**config.mk**
```make
export PLATFORM = sky130hd
export DESIGN_NAME = ook_pulse_width_frame_sender
export DESIGN_NICKNAME = d
export VERILOG_FILES = /design/src/rtl/opwfs_pkg.sv /design/src/rtl/opwfs_front.sv /design/src/rtl/opwfs_queue.sv /design/src/rtl/opwfs_back.sv /design/src/rtl/ook_pulse_width_frame_sender.sv
export SDC_FILE = /design/constraint.sdc
export NUM_CORES = 1
export LEC_CHECK = 0
export ABC_CLOCK_PERIOD_IN_PS = 10550
export BUFFER_PORTS_ARGS = -buffer_cell sky130_fd_sc_hd__clkbuf_2
export CORE_UTILIZATION = 26
export DETAILED_ROUTE_END_ITERATION = 6
export HOLD_SLACK_MARGIN = 0.03
export SLEW_MARGIN = 20
export SYNTH_ARGS = -nofsm -noshare
export SYNTH_HDL_FRONTEND = slang
export SYNTH_SLANG_ARGS = --single-unit
```
**constraint.sdc**
```tcl
create_clock -name clk -period 10.55 [get_ports clk]
set_clock_uncertainty 0.05 [all_clocks]
set_input_delay 1.055 -clock clk [delete_from_list [all_inputs] [get_ports clk]]
set_output_delay 1.055 -clock clk [all_outputs]
set_load 0.05 [all_outputs]
```
**src/rtl/opwfs_pkg.sv**
```systemverilog
// Package with shared types and constants for the pulse-width OOK frame sender.
package opwfs_pkg;

  localparam int FRAME_FIELD_W   = 25;
  localparam int CODE_W          = 8;
  localparam int REPS_W          = 8;
  localparam int FRAME_BITS_DEF  = 25;
  localparam int UNIT_SCALE_DEF  = 10;
  localparam int QUEUE_DEPTH_DEF = 2;
  localparam int LONG_UNITS      = 3;
  localparam int GAP_UNITS       = 30;

  localparam logic ACT_TICK = 1'b0;
  localparam logic ACT_LOAD = 1'b1;

  typedef struct packed {
    logic                     action;
    logic [FRAME_FIELD_W-1:0] frame_bits;
    logic [CODE_W-1:0]        unit_code;
    logic [REPS_W-1:0]        repeat_count;
  } item_t;

  typedef struct packed {
    logic line_level;
    logic busy_res;
    logic started;
  } result_t;

endpackage

```
**src/rtl/opwfs_front.sv**
```systemverilog
// Front stage: registers each input transfer and classifies it into a command.
module opwfs_front
  import opwfs_pkg::*;
#(
  parameter int FRAME_BITS = FRAME_BITS_DEF,
  parameter int UNIT_SCALE = UNIT_SCALE_DEF,
  parameter int UNIT_W     = 12
) (
  input  logic                  clk,
  input  logic                  rst,
  input  logic                  item_valid,
  output logic                  item_stall,
  input  item_t                 item,
  output logic                  cmd_valid,
  input  logic                  cmd_full,
  output logic                  cmd_load,
  output logic                  cmd_start,
  output logic [FRAME_BITS-1:0] cmd_bits,
  output logic [UNIT_W-1:0]     cmd_unit,
  output logic [REPS_W-1:0]     cmd_reps
);

  logic advance;

  assign advance    = !cmd_valid || !cmd_full;
  assign item_stall = cmd_valid && cmd_full;

  always_ff @(posedge clk) begin
    if (rst) begin
      cmd_valid <= 1'b0;
    end else if (advance) begin
      cmd_valid <= item_valid;
    end
    if (advance && item_valid) begin
      cmd_load  <= (item.action == ACT_LOAD);
      cmd_start <= (item.unit_code != '0) && (item.repeat_count != '0);
      cmd_bits  <= FRAME_BITS'(item.frame_bits);
      cmd_unit  <= UNIT_W'(item.unit_code) * UNIT_W'(UNIT_SCALE);
      cmd_reps  <= item.repeat_count;
    end
  end

endmodule

```
**src/rtl/opwfs_queue.sv**
```systemverilog
// Short first-in first-out queue of commands between the front and back stages.
module opwfs_queue
  import opwfs_pkg::*;
#(
  parameter int WIDTH = 8,
  parameter int DEPTH = QUEUE_DEPTH_DEF
) (
  input  logic             clk,
  input  logic             rst,
  input  logic             push,
  input  logic [WIDTH-1:0] push_data,
  output logic             full,
  input  logic             pop,
  output logic             head_valid,
  output logic [WIDTH-1:0] head_data
);

  localparam int PTR_W = (DEPTH > 1) ? $clog2(DEPTH) : 1;
  localparam int CNT_W = $clog2(DEPTH + 1);

  logic [WIDTH-1:0] entries [DEPTH];
  logic [PTR_W-1:0] wr_ptr;
  logic [PTR_W-1:0] rd_ptr;
  logic [CNT_W-1:0] count;
  logic             do_push;
  logic             do_pop;

  assign full       = (count == CNT_W'(DEPTH));
  assign head_valid = (count != '0);
  assign head_data  = entries[rd_ptr];
  assign do_push    = push && !full;
  assign do_pop     = pop && head_valid;

  always_ff @(posedge clk) begin
    if (rst) begin
      wr_ptr <= '0;
      rd_ptr <= '0;
      count  <= '0;
    end else begin
      if (do_push) begin
        wr_ptr <= (wr_ptr == PTR_W'(DEPTH - 1)) ? '0 : wr_ptr + 1'b1;
      end
      if (do_pop) begin
        rd_ptr <= (rd_ptr == PTR_W'(DEPTH - 1)) ? '0 : rd_ptr + 1'b1;
      end
      if (do_push && !do_pop) begin
        count <= count + 1'b1;
      end else if (do_pop && !do_push) begin
        count <= count - 1'b1;
      end
    end
    if (do_push) begin
      entries[wr_ptr] <= push_data;
    end
  end

endmodule

```
**src/rtl/opwfs_back.sv**
```systemverilog
// Back stage: waveform sequencer that executes commands and holds the result register.
module opwfs_back
  import opwfs_pkg::*;
#(
  parameter int FRAME_BITS = FRAME_BITS_DEF,
  parameter int UNIT_W     = 12,
  parameter int TIME_W     = 17
) (
  input  logic                  clk,
  input  logic                  rst,
  input  logic                  cmd_valid,
  output logic                  cmd_take,
  input  logic                  cmd_load,
  input  logic                  cmd_start,
  input  logic [FRAME_BITS-1:0] cmd_bits,
  input  logic [UNIT_W-1:0]     cmd_unit,
  input  logic [REPS_W-1:0]     cmd_reps,
  output logic                  result_valid,
  input  logic                  result_stall,
  output result_t               result
);

  localparam int IDX_W = (FRAME_BITS > 1) ? $clog2(FRAME_BITS) : 1;

  typedef enum logic [1:0] {
    PH_IDLE,
    PH_HIGH,
    PH_LOW,
    PH_GAP
  } phase_t;

  phase_t            phase;
  phase_t            phase_next;
  logic [FRAME_BITS-1:0] last_frame;
  logic [FRAME_BITS-1:0] last_frame_next;
  logic [UNIT_W-1:0] unit_us;
  logic [UNIT_W-1:0] unit_us_next;
  logic [REPS_W-1:0] repeats_left;
  logic [REPS_W-1:0] repeats_left_next;
  logic [IDX_W-1:0]  bit_index;
  logic [IDX_W-1:0]  bit_index_next;
  logic [TIME_W-1:0] time_left;
  logic [TIME_W-1:0] time_left_next;
  logic [TIME_W-1:0] time_dec;
  logic [REPS_W-1:0] reps_dec;
  logic [TIME_W-1:0] unit_t;
  logic [TIME_W-1:0] unit_long;
  logic [TIME_W-1:0] unit_gap;
  logic [TIME_W-1:0] cmd_unit_t;
  logic [IDX_W-1:0]  idx_inc;
  logic              started_next;

  assign cmd_take   = cmd_valid && (!result_valid || !result_stall);
  assign unit_t     = TIME_W'(unit_us);
  assign unit_long  = unit_t * TIME_W'(LONG_UNITS);
  assign unit_gap   = unit_t * TIME_W'(GAP_UNITS);
  assign cmd_unit_t = TIME_W'(cmd_unit);
  assign idx_inc    = bit_index + 1'b1;
  assign time_dec   = (time_left != '0) ? time_left - 1'b1 : '0;
  assign reps_dec   = (repeats_left != '0) ? repeats_left - 1'b1 : '0;

  always_comb begin
    phase_next        = phase;
    last_frame_next   = last_frame;
    unit_us_next      = unit_us;
    repeats_left_next = repeats_left;
    bit_index_next    = bit_index;
    time_left_next    = time_left;
    started_next      = 1'b0;
    if (cmd_load) begin
      if (phase == PH_IDLE && cmd_bits != last_frame) begin
        last_frame_next = cmd_bits;
        if (cmd_start) begin
          unit_us_next      = cmd_unit;
          repeats_left_next = cmd_reps;
          bit_index_next    = '0;
          phase_next        = PH_HIGH;
          time_left_next    = cmd_bits[0] ? cmd_unit_t * TIME_W'(LONG_UNITS) : cmd_unit_t;
          started_next      = 1'b1;
        end
      end
    end else if (phase != PH_IDLE) begin
      time_left_next = time_dec;
      if (time_dec == '0) begin
        case (phase)
          PH_HIGH: begin
            phase_next     = PH_LOW;
            time_left_next = last_frame[bit_index] ? unit_t : unit_long;
          end
          PH_LOW: begin
            if (bit_index == IDX_W'(FRAME_BITS - 1)) begin
              phase_next     = PH_GAP;
              time_left_next = unit_gap;
            end else begin
              bit_index_next = idx_inc;
              phase_next     = PH_HIGH;
              time_left_next = last_frame[idx_inc] ? unit_long : unit_t;
            end
          end
          PH_GAP: begin
            repeats_left_next = reps_dec;
            bit_index_next    = '0;
            if (reps_dec != '0) begin
              phase_next     = PH_HIGH;
              time_left_next = last_frame[0] ? unit_long : unit_t;
            end else begin
              phase_next     = PH_IDLE;
              time_left_next = '0;
            end
          end
          default: begin
            phase_next = PH_IDLE;
          end
        endcase
      end
    end
  end

  always_ff @(posedge clk) begin
    if (rst) begin
      phase        <= PH_IDLE;
      last_frame   <= '0;
      unit_us      <= '0;
      repeats_left <= '0;
      bit_index    <= '0;
      time_left    <= '0;
      result_valid <= 1'b0;
    end else begin
      if (cmd_take) begin
        phase        <= phase_next;
        last_frame   <= last_frame_next;
        unit_us      <= unit_us_next;
        repeats_left <= repeats_left_next;
        bit_index    <= bit_index_next;
        time_left    <= time_left_next;
        result_valid <= 1'b1;
      end else if (!result_stall) begin
        result_valid <= 1'b0;
      end
    end
    if (cmd_take) begin
      result.line_level <= (phase_next == PH_HIGH);
      result.busy_res   <= (phase_next != PH_IDLE);
      result.started    <= started_next;
    end
  end

endmodule

```
**src/rtl/ook_pulse_width_frame_sender.sv**
```systemverilog
// Top level of the pulse-width on-off keying frame sender.
// Accepts one item per clock cycle unless item_stall is high, and delivers one
// result per item. Tick and load items pass through a front register, a
// two-entry command queue and the waveform sequencer, which updates its state
// and its result register for each command it takes from the queue. The result
// register may hold a finished result while new items are still taken, until
// the queue fills.
module ook_pulse_width_frame_sender
  import opwfs_pkg::*;
#(
  parameter int FRAME_BITS  = FRAME_BITS_DEF,
  parameter int UNIT_SCALE  = UNIT_SCALE_DEF,
  parameter int QUEUE_DEPTH = QUEUE_DEPTH_DEF
) (
  input  logic    clk,
  input  logic    rst,
  input  logic    item_valid,
  output logic    item_stall,
  input  item_t   item,
  output logic    result_valid,
  input  logic    result_stall,
  output result_t result
);

  localparam int UNIT_W = $clog2(((2 ** CODE_W) - 1) * UNIT_SCALE + 1);
  localparam int TIME_W = $clog2(((2 ** CODE_W) - 1) * UNIT_SCALE * GAP_UNITS + 1);
  localparam int CMD_W  = 2 + FRAME_BITS + UNIT_W + REPS_W;

  logic                  f_valid;
  logic                  q_full;
  logic                  f_load;
  logic                  f_start;
  logic [FRAME_BITS-1:0] f_bits;
  logic [UNIT_W-1:0]     f_unit;
  logic [REPS_W-1:0]     f_reps;
  logic                  q_valid;
  logic [CMD_W-1:0]      q_data;
  logic                  q_pop;
  logic                  b_load;
  logic                  b_start;
  logic [FRAME_BITS-1:0] b_bits;
  logic [UNIT_W-1:0]     b_unit;
  logic [REPS_W-1:0]     b_reps;

  opwfs_front #(
    .FRAME_BITS (FRAME_BITS),
    .UNIT_SCALE (UNIT_SCALE),
    .UNIT_W     (UNIT_W)
  ) u_front (
    .clk        (clk),
    .rst        (rst),
    .item_valid (item_valid),
    .item_stall (item_stall),
    .item       (item),
    .cmd_valid  (f_valid),
    .cmd_full   (q_full),
    .cmd_load   (f_load),
    .cmd_start  (f_start),
    .cmd_bits   (f_bits),
    .cmd_unit   (f_unit),
    .cmd_reps   (f_reps)
  );

  opwfs_queue #(
    .WIDTH (CMD_W),
    .DEPTH (QUEUE_DEPTH)
  ) u_queue (
    .clk        (clk),
    .rst        (rst),
    .push       (f_valid),
    .push_data  ({f_load, f_start, f_bits, f_unit, f_reps}),
    .full       (q_full),
    .pop        (q_pop),
    .head_valid (q_valid),
    .head_data  (q_data)
  );

  assign {b_load, b_start, b_bits, b_unit, b_reps} = q_data;

  opwfs_back #(
    .FRAME_BITS (FRAME_BITS),
    .UNIT_W     (UNIT_W),
    .TIME_W     (TIME_W)
  ) u_back (
    .clk          (clk),
    .rst          (rst),
    .cmd_valid    (q_valid),
    .cmd_take     (q_pop),
    .cmd_load     (b_load),
    .cmd_start    (b_start),
    .cmd_bits     (b_bits),
    .cmd_unit     (b_unit),
    .cmd_reps     (b_reps),
    .result_valid (result_valid),
    .result_stall (result_stall),
    .result       (result)
  );

endmodule
```
==> results.sh, run 1 <==
export IMPL_clk_pin_slew_ns=0.06
export IMPL_layoutNonFillerInstCount=1792
export IMPL_met1Wirelength_um=13600
export IMPL_worst_slew_pin_slew_ns=1.06
export IMPL_clk_latency_ns=0.54
export IMPL_violations="design-rule violations"
export IMPL_grt_first_pass_wirelength_um=45400
export IMPL_synth_edf_count=141
export IMPL_portBuffers=50
export IMPL_setup_viol=0
export IMPL_synthMuxAreaShare_pct=8.02
export IMPL_drt_first_pass_iters=7
export IMPL_overflow=0
export IMPL_h_tree_depth=1
export IMPL_viasPerCell=4.86
export IMPL_synth_area_um2=12200
export IMPL_p_per_area_nw_per_um2=282
export IMPL_synth_xor_area_share_pct=4.87
export IMPL_syn_avg_cell_area_um2=10.9
export IMPL_rsz0062_at_grt="false"
export IMPL_crit_fanout=16
export IMPL_yosysWarnings=0
export IMPL_rr_worst_depth=9
export IMPL_synth_compound_area_share_pct=14.2
export IMPL_cp_slowest_cell="dfxtp_1"
export IMPL_final_core_util_pct=30.1
export IMPL_ant_nets=0
export IMPL_highest_layer="met4"
export IMPL_cts_sinks=216
export IMPL_synthCells=1122
export IMPL_start_util_pct=26.3
export IMPL_synth_top_family_by_area="compound AO/OA/AOI/OAI gates"
export IMPL_cp_num_cells=9
export IMPL_postCtsSetupBuffers=0
export IMPL_die_w_um=219
export IMPL_grt_antenna_before_repair=0
export IMPL_hpwl_um=20600
export IMPL_grt_usage_pct=11.7
export IMPL_period_needed_ns=4.45
export IMPL_wl_met3_um=1090
export IMPL_power_mw=3.94
export IMPL_dieArea_um2=47900
export IMPL_slowest_delay_ns=0.73
export IMPL_setup_tns_ns=0
export IMPL_yosysSeqAreaShare_pct=46.9
export IMPL_coreArea_um2=46500
export IMPL_cts_tree="built"
export IMPL_cp_arrival_ns=4.87
export IMPL_required_ns=10.97
export IMPL_diodes=0
export IMPL_synth_fa_ha_area_share_pct=9.44
export IMPL_cap_violations=0
export IMPL_slew_viol_final=0
export IMPL_async_flop_share_pct=0
export IMPL_p_leak_nw=5.02
export IMPL_critPathTopFamily="multiplexers"
export IMPL_fmax_mhz=225
export IMPL_criticalPathCategory="reg2reg"
export IMPL_gp_congestion=0.891
export IMPL_post_synth_and_or_nand_nor_area_fraction_pct=12.9
export IMPL_layout_commonest_cell="edfxtp_1"
export IMPL_ys_ff_latch=216
export IMPL_synth_main_ff_cell="edfxtp_1"
export IMPL_ff2ff_setup_slack_ns=6.10
export IMPL_path_cells="inv_1 -> ha_1 -> mux4_2 -> mux4_2 -> mux2i_1 -> a21o_1 -> a222oi_1 -> or4_1 -> a41oi_2"
export IMPL_yosys_area_top_type="edfxtp_1"
export IMPL_hold_depth=0
export IMPL_slew_headroom_pct=29.3
export IMPL_syn_to_final_growth_pct=14.3
export IMPL_drc=1
export IMPL_drtIter0Drc=606
export IMPL_ys_top_cells_by_area="edfxtp_1 (35%), dfxtp_1 (12%), ha_1 (5.8%)"
export IMPL_postCtsHoldBufs=0
export IMPL_fin_nets=1292
export IMPL_cpMostUsedCell="mux4_2"
export IMPL_cp_end_kind="register"
export IMPL_final_cell_mix="edfxtp_1 (141), nor2_1 (87), a21oi_1 (74), dfxtp_1 (74), nand2_1 (72)"
export IMPL_clk_path_buf_depth=3
export IMPL_root_buffer="clkbuf_16"
export IMPL_irDropWorstVdd_v=0.000125
export IMPL_grt_max_degree=65
export IMPL_worst_path_buf_inv=1
export IMPL_ctsResizeCount=0
export IMPL_status="finished, violations left"
export IMPL_dr_wl_met2_um=12800
export IMPL_period_share_pct=42.2
export IMPL_wl_per_cell_um=15.9
export IMPL_via_count=8706
export IMPL_hp_class="reg2reg"
export IMPL_fillers=4719
export IMPL_wl_um=28400
export IMPL_syn_nets=1247
export IMPL_synth_cell_types=82
export IMPL_placement_rows=79
export IMPL_synth_top_area_share_pct=34.7
export IMPL_die_h_um=219
export IMPL_ios=51
export IMPL_placedCellCount=1746
export IMPL_cts_buffers=25
export IMPL_worstSetupStartpointType="register"
export IMPL_grt_pass1_vias=8420
export IMPL_drive_gt1_share_pct=13.6
export IMPL_hold_viol=0
registers in the layout (all words and copies together) (netlist names), named ones only:
register,count
u_back.last_frame,25
u_front.cmd_load,1
u_back.unit_us,11
u_queue.wr_ptr,1
u_front.cmd_unit,11
u_front.cmd_reps,8
u_back.bit_index,5
u_front.cmd_start,1
u_front.cmd_valid,1
u_back.result,3
u_queue.count,2
u_queue.rd_ptr,1
u_back.phase,2
u_back.repeats_left,8
u_queue.entries,92
u_back.time_left,17
u_back.result_valid,1
u_front.cmd_bits,25
worst register-to-register path: stages (launching register included):
cell	delay [ns]
dfxtp_1	0.73
inv_1	0.25
ha_1	0.62
mux4_2	0.58
mux4_2	0.48
mux2i_1	0.50
a21o_1	0.37
a222oi_1	0.16
or4_1	0.45
a41oi_2	0.19
worst paths after layout:
| kind | startpoint | end |
|---|---|---|
| max | u_back.bit_index[0] | u_back.time_left[9] |
| min | u_front.cmd_bits[20] | u_queue.entries[0][39] |
| max reg2reg | u_back.bit_index[0] | u_back.time_left[9] |
| min reg2reg | u_front.cmd_bits[20] | u_queue.entries[0][39] |
cells by family after synthesis:
kind of cell | count (synthesis)
AND/OR/NAND/NOR | 311
adder cells (fa/ha/maj) | 79
buffers and inverters | 113
flip-flops | 216
multiplexers | 81
XOR/XNOR | 68
AO/OA/AOI/OAI | 254
stage by stage:
stage | hold WS, ns | cell area, um2 | setup WS, ns
after floorplan | 0.371 | 12200 | 6.87
after global placement | 0.375 | 13100 | 6.18
after detailed placement | 0.379 | 13100 | 6.16
after CTS | 0.393 | 14000 | 6.10
after global routing | 0.401 | 14000 | 5.85
final | 0.391 | 14000 | 6.10
metal layers:
layer  vias up  global-route usage [%]
li1       4267                       -
met1      4170                    16.4
met2       213                    18.5
met3        56                    1.40
met4         0                    4.42
met5         -                       0
where the power goes:
part           internal [mW]  total [mW]  switching [mW]
registers               1.05        1.20           0.155
clock network          0.520       0.868           0.348
logic                  0.717        1.87            1.15
cell type report:
class | count | area (um2) | area share (%)
clock buffers | 31 | 658 | 4.71
inverters | 72 | 270 | 1.93
clock inverters | 14 | 171 | 1.23
multi-input cells | 793 | 6060 | 43.4
flip-flops and latches | 216 | 5740 | 41.1
repair buffers | 59 | 318 | 2.27
well taps | 607 | 759 | 5.44
Yosys cell counts, types with 17 or more instances:
cell / number
o21ai_0: 39
inv_1: 70
clkbuf_1: 28
nor2_1: 88
nand3_1: 21
edfxtp_1: 141
a21oi_1: 75
nor3_1: 19
a211oi_1: 19
nor4_1: 19
nand2_1: 72
xnor2_1: 51
mux2i_1: 60
fa_1: 22
dfxtp_1: 75
xor2_1: 17
or2_2: 22
ha_1: 57
(Power assumes the default switching activity.)
==> inputs of run 2 (changes only) <==
--- a/config.mk
+++ b/config.mk
@@ -5,7 +5,8 @@
 export SDC_FILE = /design/constraint.sdc
 export NUM_CORES = 1
 export LEC_CHECK = 0
-export ABC_CLOCK_PERIOD_IN_PS = 10550
+export ABC_AREA = 1
+export ABC_CLOCK_PERIOD_IN_PS = 4000
 export BUFFER_PORTS_ARGS = -buffer_cell sky130_fd_sc_hd__clkbuf_2
 export CORE_UTILIZATION = 26
 export DETAILED_ROUTE_END_ITERATION = 6
==> constraint.sdc (replaced) <==
create_clock -name clk -period 4 [get_ports clk]
set_clock_uncertainty 0.05 [all_clocks]
set_input_delay 0.4 -clock clk [delete_from_list [all_inputs] [get_ports clk]]
set_output_delay 0.4 -clock clk [all_outputs]
set_load 0.05 [all_outputs]
==> results.sh, run 2 <==
export IMPL_synth_main_ff_cell="edfxtp_1"
export IMPL_p_per_area_nw_per_um2=762
export IMPL_wl_um=34900
export IMPL_coreArea_um2=50300
export IMPL_fillers=5358
export IMPL_final_cell_mix="nand2_1 (407), inv_1 (197), nand3_1 (196)"
export IMPL_setup_viol=0
export IMPL_worstSetupStartpointType="register"
export IMPL_slowest_delay_ns=0.53
export IMPL_cpMostUsedCell="nand3_1"
export IMPL_layout_commonest_cell="nand2_1"
export IMPL_ios=51
export IMPL_slew_viol_final=0
export IMPL_h_tree_depth=1
export IMPL_fmax_mhz=280
export IMPL_whs_ns=0.0534
export IMPL_crit_fanout=8
export IMPL_placedCellCount=2377
export IMPL_p_leak_nw=6.56
export IMPL_via_count=11300
export IMPL_period_needed_ns=3.57
export IMPL_crit_end="u_back.time_left[13]"
export IMPL_start_util_pct=26.4
export IMPL_synthCells=1686
export IMPL_grt_first_pass_wirelength_um=56100
export IMPL_pwr_share_clk_pct=18.9
export IMPL_drc=0
export IMPL_rsz0062_at_grt="false"
export IMPL_required_ns=4.38
export IMPL_final_core_util_pct=30.7
export IMPL_syn_to_final_growth_pct=16.3
export IMPL_synth_area_um2=13300
export IMPL_criticalPathCategory="reg2reg"
export IMPL_grt_max_degree=52
export IMPL_viasPerCell=4.61
export IMPL_ff2ff_setup_slack_ns=0.43
export IMPL_drtIter0Drc=858
export IMPL_irDropWorstVdd_v=0.000385
export IMPL_drt_first_pass_iters=5
export IMPL_synth_top_area_share_pct=31.9
export IMPL_syn_nets=1811
export IMPL_grt_antenna_before_repair=0
export IMPL_cp_num_cells=15
export IMPL_pwr_share_comb_pct=54.6
export IMPL_rr_worst_depth=15
export IMPL_path_cells="inv_1 -> fa_1 -> fa_1 -> inv_1 -> ha_1 -> inv_1 -> nor3_1 -> nand2_1 -> nand3_1 -> a31oi_1 -> or2_2 -> nand3_1 -> nand3_1 -> nand3_1 -> a21oi_1"
export IMPL_reg_top3="u_queue.entries (92), u_back.last_frame (25), u_front.cmd_bits (25)"
export IMPL_fin_nets=1891
export IMPL_ctsResizeCount=0
export IMPL_synth_most_common_cell="nand2_1"
export IMPL_yosys_area_top_type="edfxtp_1"
export IMPL_cp_end_kind="register"
export IMPL_power_mw=11.8
export IMPL_hold_depth=1
export IMPL_largest_reg_flops=92
export IMPL_worst_slack_ns=0.429
export IMPL_worst_slew_pin_slew_ns=0.958
export IMPL_ys_top_cells_by_count="nand2_1 (407), inv_1 (199), nand3_1 (196), nor2_1 (146), edfxtp_1 (141)"
export IMPL_status="complete, no violations"
export IMPL_cts_sinks=216
export IMPL_pwr_share_seq_pct=26.6
export IMPL_die_w_um=228
export IMPL_crit_path_start="u_back.unit_us[3]"
export IMPL_slew_headroom_pct=36.0
export IMPL_dieArea_um2=51900
export IMPL_synth_cell_types=47
export IMPL_setup_tns_ns=0
export IMPL_switching_share_pct=47.9
export IMPL_gp_congestion=0.893
export IMPL_async_flop_share_pct=0
export IMPL_r2r_end="u_back.time_left[13]"
export IMPL_ant_nets=0
export IMPL_syn_avg_cell_area_um2=7.87
export IMPL_grt_pass1_vias=10600
export IMPL_die_h_um=228
export IMPL_yosysWarnings=0
export IMPL_cts_buffers=24
export IMPL_clk_pin_slew_ns=0.07
export IMPL_place_ws_ns=0.450
export IMPL_drive_gt1_share_pct=8.46
export IMPL_cp_arrival_ns=3.95
export IMPL_p_int_mw=6.12
export IMPL_hp_class="in2reg"
export IMPL_cap_violations=0
export IMPL_yosysSeqAreaShare_pct=43.2
export IMPL_ys_ff_latch=216
export IMPL_hpwl_um=25700
export IMPL_ys_top_cells_by_area="edfxtp_1 (32%), nand2_1 (12%), dfxtp_1 (11%)"
export IMPL_diodes=0
export IMPL_placement_rows=82
export IMPL_overflow=0
export IMPL_critPathTopFamily="adder cells"
export IMPL_layoutNonFillerInstCount=2456
export IMPL_postCtsHoldBufs=35
export IMPL_cts_tree="built"
export IMPL_placed_area_um2=14300
export IMPL_period_share_pct=89.3
export IMPL_portBuffers=50
export IMPL_cp_slowest_cell="fa_1"
export IMPL_largest_register="u_queue.entries"
export IMPL_synth_edf_count=141
export IMPL_worst_path_buf_inv=3
export IMPL_root_buffer="clkbuf_16"
export IMPL_hold_viol=0
export IMPL_clk_path_buf_depth=3
export IMPL_postCtsSetupBuffers=0
export IMPL_clk_latency_ns=0.53
export IMPL_power_switching_mw=5.63
export IMPL_grt_usage_pct=13.2
export IMPL_r2r_start="u_back.unit_us[3]"
export IMPL_wl_per_cell_um=14.2
export IMPL_fin_area_um2=15400
==> run 2: changes by cell type in the layout (fill, tap and decap cells not counted), sizes merged, moves of 16 or more <==
| cell | previous run | this run |
|---|---|---|
| inv | 71 | 208 |
| dlygate4sd3 | 0 | 35 |
| xor2 | 17 | 33 |
| nand2 | 72 | 411 |
| nor2 | 88 | 157 |
| nand3 | 21 | 198 |
| mux2i | 60 | 2 |
| xnor2 | 51 | 4 |
| a211oi | 19 | 3 |
| nor4 | 20 | 4 |
| o21ai | 44 | 113 |
| a21oi | 75 | 130 |
==> run 2: worst reg2reg max path, delay by kind of cell (launching register included) <==
kind	cells	cell delay (ns)
flip-flops	1	0.51
AND/OR/NAND/NOR	7	1.03
AO/OA/AOI/OAI	2	0.17
adder cells (fa/ha/maj)	3	1.37
buffers and inverters	3	0.32
==> run 2: per-layer routing <==
layer	part of all wire, %	wire length [um]	track usage, %
met2	47	16400	22.0
met1	46	16000	17.6
met4	2.9	1020	4.45
met5	0	0	0
met3	4.4	1560	1.43
==> run 2: kinds of logic after synthesis <==
logic type | Yosys count | share of synthesized area [%]
buf+inv | 258 | 7.65
xor+xnor | 37 | 2.44
compound gates | 282 | 11.5
simple gates | 812 | 26.3
flops | 216 | 43.2
fa+ha+maj | 79 | 8.69
mux | 2 | 0.151
==> run 2: worst min path at each step <==
| stage | start | endpoint |
|---|---|---|
| floorplan | u_front.cmd_reps[0] | u_queue.entries[0][0] |
| global placement | u_front.cmd_bits[2] | u_queue.entries[1][21] |
| detailed placement | u_front.cmd_reps[4] | u_queue.entries[1][4] |
| CTS | item[9] | u_front.cmd_unit[2] |
| global route | item[9] | u_front.cmd_unit[2] |
| finish | item[9] | u_front.cmd_unit[2] |
==> run 2: layout make-up <==
| type | count | area [um2] | share of cell area [%] |
|---|---|---|---|
| sequential | 216 | 5740 | 37.2 |
| multi-input combinational | 1212 | 6530 | 42.3 |
| clock inverter | 14 | 141 | 0.916 |
| tap | 672 | 841 | 5.45 |
| clock buffer | 30 | 644 | 4.18 |
| timing repair buffer | 107 | 766 | 4.96 |
| inverter | 205 | 769 | 4.99 |
==> run 2: power groups by stage <==
| stage | combinational (mW) | sequential, mW | clock [mW] |
|---|---|---|---|
| after floorplan | 4.72 | 3.16 | 0 |
| after global placement | 6.31 | 3.15 | 0 |
| after detailed placement | 6.32 | 3.16 | 0 |
| after CTS | 6.38 | 3.12 | 2.26 |
| after global routing | 7.28 | 3.17 | 2.34 |
| final | 6.42 | 3.12 | 2.22 |
